===== src/cdq_pkg.sv =====
// cdq_pkg: request codes and cell commands for the circular deque.
// Used by the cell chain and the top level; no dependencies.

package cdq_pkg;

   // Request codes carried in the operation field (code 7 is unused)
   typedef enum logic [2:0] {
      OP_PUSH_BACK  = 3'd0,
      OP_PUSH_FRONT = 3'd1,
      OP_POP_FRONT  = 3'd2,
      OP_POP_BACK   = 3'd3,
      OP_PEEK_FRONT = 3'd4,
      OP_PEEK_BACK  = 3'd5,
      OP_REVERSE    = 3'd6
   } op_type;

   // Command broadcast to every cell of the chain
   typedef enum logic [2:0] {
      CELL_HOLD   = 3'd0,   // keep contents
      CELL_SHR    = 3'd1,   // take left neighbour (insert at physical front)
      CELL_SHL    = 3'd2,   // take right neighbour (remove physical front)
      CELL_APPEND = 3'd3,   // first free cell takes the pushed word
      CELL_TRIM   = 3'd4    // last held cell drops its word
   } cell_cmd_type;

endpackage


===== src/cdq_cell.sv =====
// cdq_cell: one slot of the deque chain, holding a word and an occupied flag.
// Depends on cdq_pkg for the cell command type.

module cdq_cell import cdq_pkg::*; #(
   parameter int DATA_WIDTH = 32
) (
   input  logic                  clock,
   input  logic                  reset,
   input  cell_cmd_type          cmd,
   input  logic [DATA_WIDTH-1:0] push_value,
   input  logic [DATA_WIDTH-1:0] left_data,
   input  logic                  left_occ,
   input  logic [DATA_WIDTH-1:0] right_data,
   input  logic                  right_occ,
   output logic [DATA_WIDTH-1:0] data_out,
   output logic                  occ_out,
   output logic [DATA_WIDTH-1:0] last_word
);

   logic [DATA_WIDTH-1:0] data_ff, data_in;
   logic                  occ_ff, occ_in;

   // Next contents from the broadcast command and both neighbours
   always_comb begin
      data_in = data_ff;
      occ_in  = occ_ff;
      case (cmd)
         CELL_SHR: begin
            data_in = left_data;
            occ_in  = left_occ;
         end
         CELL_SHL: begin
            data_in = right_data;
            occ_in  = right_occ;
         end
         CELL_APPEND: begin
            // only the first free cell sits next to a held one
            if (!occ_ff && left_occ) begin
               data_in = push_value;
            end
            occ_in = occ_ff | left_occ;
         end
         CELL_TRIM: begin
            occ_in = occ_ff & right_occ;
         end
         default: begin
         end
      endcase
   end

   // Occupied flag is control state; the word needs no reset
   always_ff @(posedge clock) begin
      if (reset) begin
         occ_ff <= 1'b0;
      end else begin
         occ_ff <= occ_in;
      end
   end

   always_ff @(posedge clock) begin
      data_ff <= data_in;
   end

   assign data_out  = data_ff;
   assign occ_out   = occ_ff;
   // word offered for the back read, zero unless this is the last held cell
   assign last_word = (occ_ff && !right_occ) ? data_ff : '0;

endmodule


===== config.mk =====
export PLATFORM = sky130hd
export DESIGN_NAME = cdq_cell
export DESIGN_NICKNAME = d
export VERILOG_FILES = /design/src/cdq_pkg.sv /design/src/cdq_cell.sv
export SDC_FILE = /design/constraint.sdc
export NUM_CORES = 1
export LEC_CHECK = 0
export BUFFER_PORTS_ARGS = -buffer_cell sky130_fd_sc_hd__buf_2
export CAP_MARGIN = 5
export CORE_UTILIZATION = 38
export CTS_BUF_LIST = sky130_fd_sc_hd__clkbuf_16
export DETAILED_ROUTE_END_ITERATION = 16
export PLACE_DENSITY = 0.89
export SYNTH_ARGS = -nofsm -noshare
export SYNTH_HDL_FRONTEND = slang
export SYNTH_SLANG_ARGS = --single-unit

===== constraint.sdc =====
create_clock -name clock -period 3.3 [get_ports clock]
set_clock_uncertainty 0.1 [all_clocks]
set_input_delay 0.165 -clock clock [delete_from_list [all_inputs] [get_ports clock]]
set_output_delay 0.165 -clock clock [all_outputs]
set_load 0.01 [all_outputs]

==> metrics.md <==
| Metric | Value |
|---|---|
| Die ar. | 5440 um^2 |
| Footprint of the multi-input gates | 891 um^2 |
| Post-layout min period | 2.15 ns |
| Busiest grt layer | met2 |
| DRT Wirelength | just over 5000 um |
| Commonest non-fill, non-tap cell in the layout | buf_2 |
| Tcrit/Tclk final | 0.652 |
| Syn nets | 289 |
| Grt met3 use | 0.0357 |
| Boundary Pins | 168 |
| M2 GR Usage | 0.376 |
| Main combinational cell family by area after synthesis | simple AND/OR/NAND/NOR gates |
| Commonest cells after routing, fill and taps aside | 167 x buf_2, 33 x nand2_1, 33 x o21ai_1 |
| Finish-stage setup viols | 0 |
| Worst slew pin tran | roughly 1.1 ns |
| H-tree Lvls | 2 |
| Cts bufs inserted | 5 |
| Fin util | 0.616 |
| DRT Pass-1 Iters | 4 |
| Vias in the first global route | 1749 |
| Slew headroom | 0.285 |
| Met1 Use GR | 0.187 |
| Status | finished clean |
| Hold Path Origin | left_data[26] |
| Worst reg-to-reg setup slack | between 1.5 and 2 ns |
| First-pass GRT wire length | roughly 7600 um |
| Mux cell area share after synthesis | 0.164 |
| Synth unique cells | 18 |
| Syn. warnings | 0 |
| Sequential-to-total area share from yosys stat | 0.501 |
| Post-synthesis simple-gate area fraction | 0.178 |
| Clk_lat worst skew | between 0.2 and 0.3 ns |
| Endpoint, Worst Hold | data_out[26] |
| Setup CP Type | register to output port |
| Final ANT Viol Nets | 0 |
| Hold Path Class | primary input to register |
| CTS tree | yes |
| Final Net Count | 452 |
| # diodes | 0 |
| Clk slew on worst S/H paths | about 0.050 ns |
| Die height | 73.8 um |
| MaxCap Viol Count | 0 |
| Post-CTS sizing | 0 |
| Cells after Synth | approximately 190 |
| Port buffer count | between 150 and 200 |
| Unrepaired setup endpoints after global routing | false |
| Flip-flop and latch area | 981 um^2 |
| Mapped cell area | 1960 um^2 |
| Vias/cell | ~4.7 |
| Crit. Startpoint | occ_out |
| CTS Buffer Depth | 2 |
| Worst Reg-to-Reg Cells | 4 |
| Critical Path AT | 1.89 ns |
| Fillers | slightly above 400 |
| Maximum VDD drop | 0.263 mV |
| Post-Syn Area per Cell | 10.5 um^2 |
| Initial antenna violation count | 0 |
| Tot GR Track Use | 0.188 |
| Total congestion overflow | 0 |
| Hold path depth | 3 |
| Xor and xnor area share after synthesis | 0.00447 |
| CP max FO | 32 |
| Starting Density | 0.404 |
| Global placement routability congestion | 0.724 |
| FF-to-FF End | data_out[8] |
| Seq cells post-synth | 33 |
| Hold Fails Final Rpt | 0 |
| Vias | 1947 |
| WL/cell | 12.3 um |
| 1st-iter DRT viols | 42 |
| Rows | 25 |
| Share of post-route cells with drive strength above 1 | 0.517 |
| Fin Setup TNS | 0 ns |
| Setup crit end kind | output port |
| Fmax | 465 MHz |
| CORE AREA | 4850 um^2 |
| Layout area overhead | 52.5% |
| Max Slew Vio Count | 0 |
| Pin count of the biggest net entering global routing | 65 |
| # DRC | 0 |
| Req. time, crit path | 3.03 ns |
| Post-synthesis adder-cell area fraction | 0 |
| Worst setup SP type | register |
| CTS Sinks | 33 |
| Compound-Gate Fraction of Synth Area | 0.0990 |
| Root Buffer Master | clkbuf_16 |
| Horiz. Die Dim | 73.8 um |
| Lkg Pwr | approximately 1.6 nW |
| P per Cell Area | 417 nW/um^2 |
| Worst R2R Start | occ_out |
-- flip-flops by register name, indices dropped and copies added, names as in the netlist --
register  count
data_out     32
occ_out       1
-- through the flow --
step	setup WS, ns	cells	total power, mW	hold WS [ns]	area, um^2
after floorplan	0.621	186	0.639	0.134	1960
after global placement	1.48	408	0.742	0.237	2810
after detailed placement	1.38	408	0.750	0.235	2810
after CTS	1.09	417	1.26	0.0717	2990
after global routing	0.986	417	1.30	0.0770	2990
final	1.15	417	1.24	0.0772	2990
-- layout make-up --
type                    count  area share
clock buffers               5      0.0419
multi-input cells         138       0.298
repair buffers            170       0.288
well taps                  67      0.0281
inverters                   1     0.00126
clock inverters             3      0.0138
flip-flops and latches     33       0.328
-- critical path: stages, from the launching register on --
cell	delay (ns)
dfxtp_1	0.37
inv_2	0.07
nor2_2	0.79
and2_1	0.25
buf_2	0.14
-- synth_stat cells --
cell	count	area share
xnor2_1	1	0.0045
edfxtp_1	32	0.49
buf_12	1	0.010
nand2b_1	1	0.0032
o21bai_1	1	0.0038
mux2i_1	32	0.16
and2_1	32	0.10
a2111oi_2	1	0.0077
o21ai_1	33	0.084
nor2_1	1	0.0019
dfxtp_1	1	0.010
buf_4	7	0.027
inv_2	1	0.0019
a31oi_1	1	0.0032
buf_2	6	0.015
nor3_1	1	0.0026
nand2_1	33	0.063
and3b_1	1	0.0045
-- where the power goes --
| group | internal, mW | total, mW | switching (mW) |
|---|---|---|---|
| Clock | 0.352 | 0.504 | 0.152 |
| Sequential | 0.499 | 0.514 | 0.0141 |
| Combinational | 0.112 | 0.227 | 0.115 |
-- worst max-delay path by stage --
stage | endpoint | slack [ns] | cells after the start
detailed placement | last_word[29] | 1.38 | 4
global placement | data_out[24] | 1.48 | 4
CTS | last_word[29] | 1.09 | 4
global route | last_word[29] | 0.99 | 4
floorplan | data_out[0] | 0.62 | 3
finish | last_word[29] | 1.15 | 4
-- layer usage --
layer	part of all wire	vias up
met5	0	-
met4	0.013	0
met3	0.063	6
met2	0.56	106
met1	0.36	857
li1	-	978
-- kinds of logic (layout without fill, tap and decap cells) --
family	Yosys count	in the layout
buffers and inverters	15	179
AO/OA/AOI/OAI	36	36
flip-flops	33	33
XOR/XNOR	1	1
multiplexers	32	32
AND/OR/NAND/NOR	69	69
-- what timing repair did --
item	in CTS	in global routing
hold endpoints to repair	1	0
setup buffers	0	0
hold buffers	1	0
setup endpoints to repair	0	0
(Power assumes the default switching activity.)
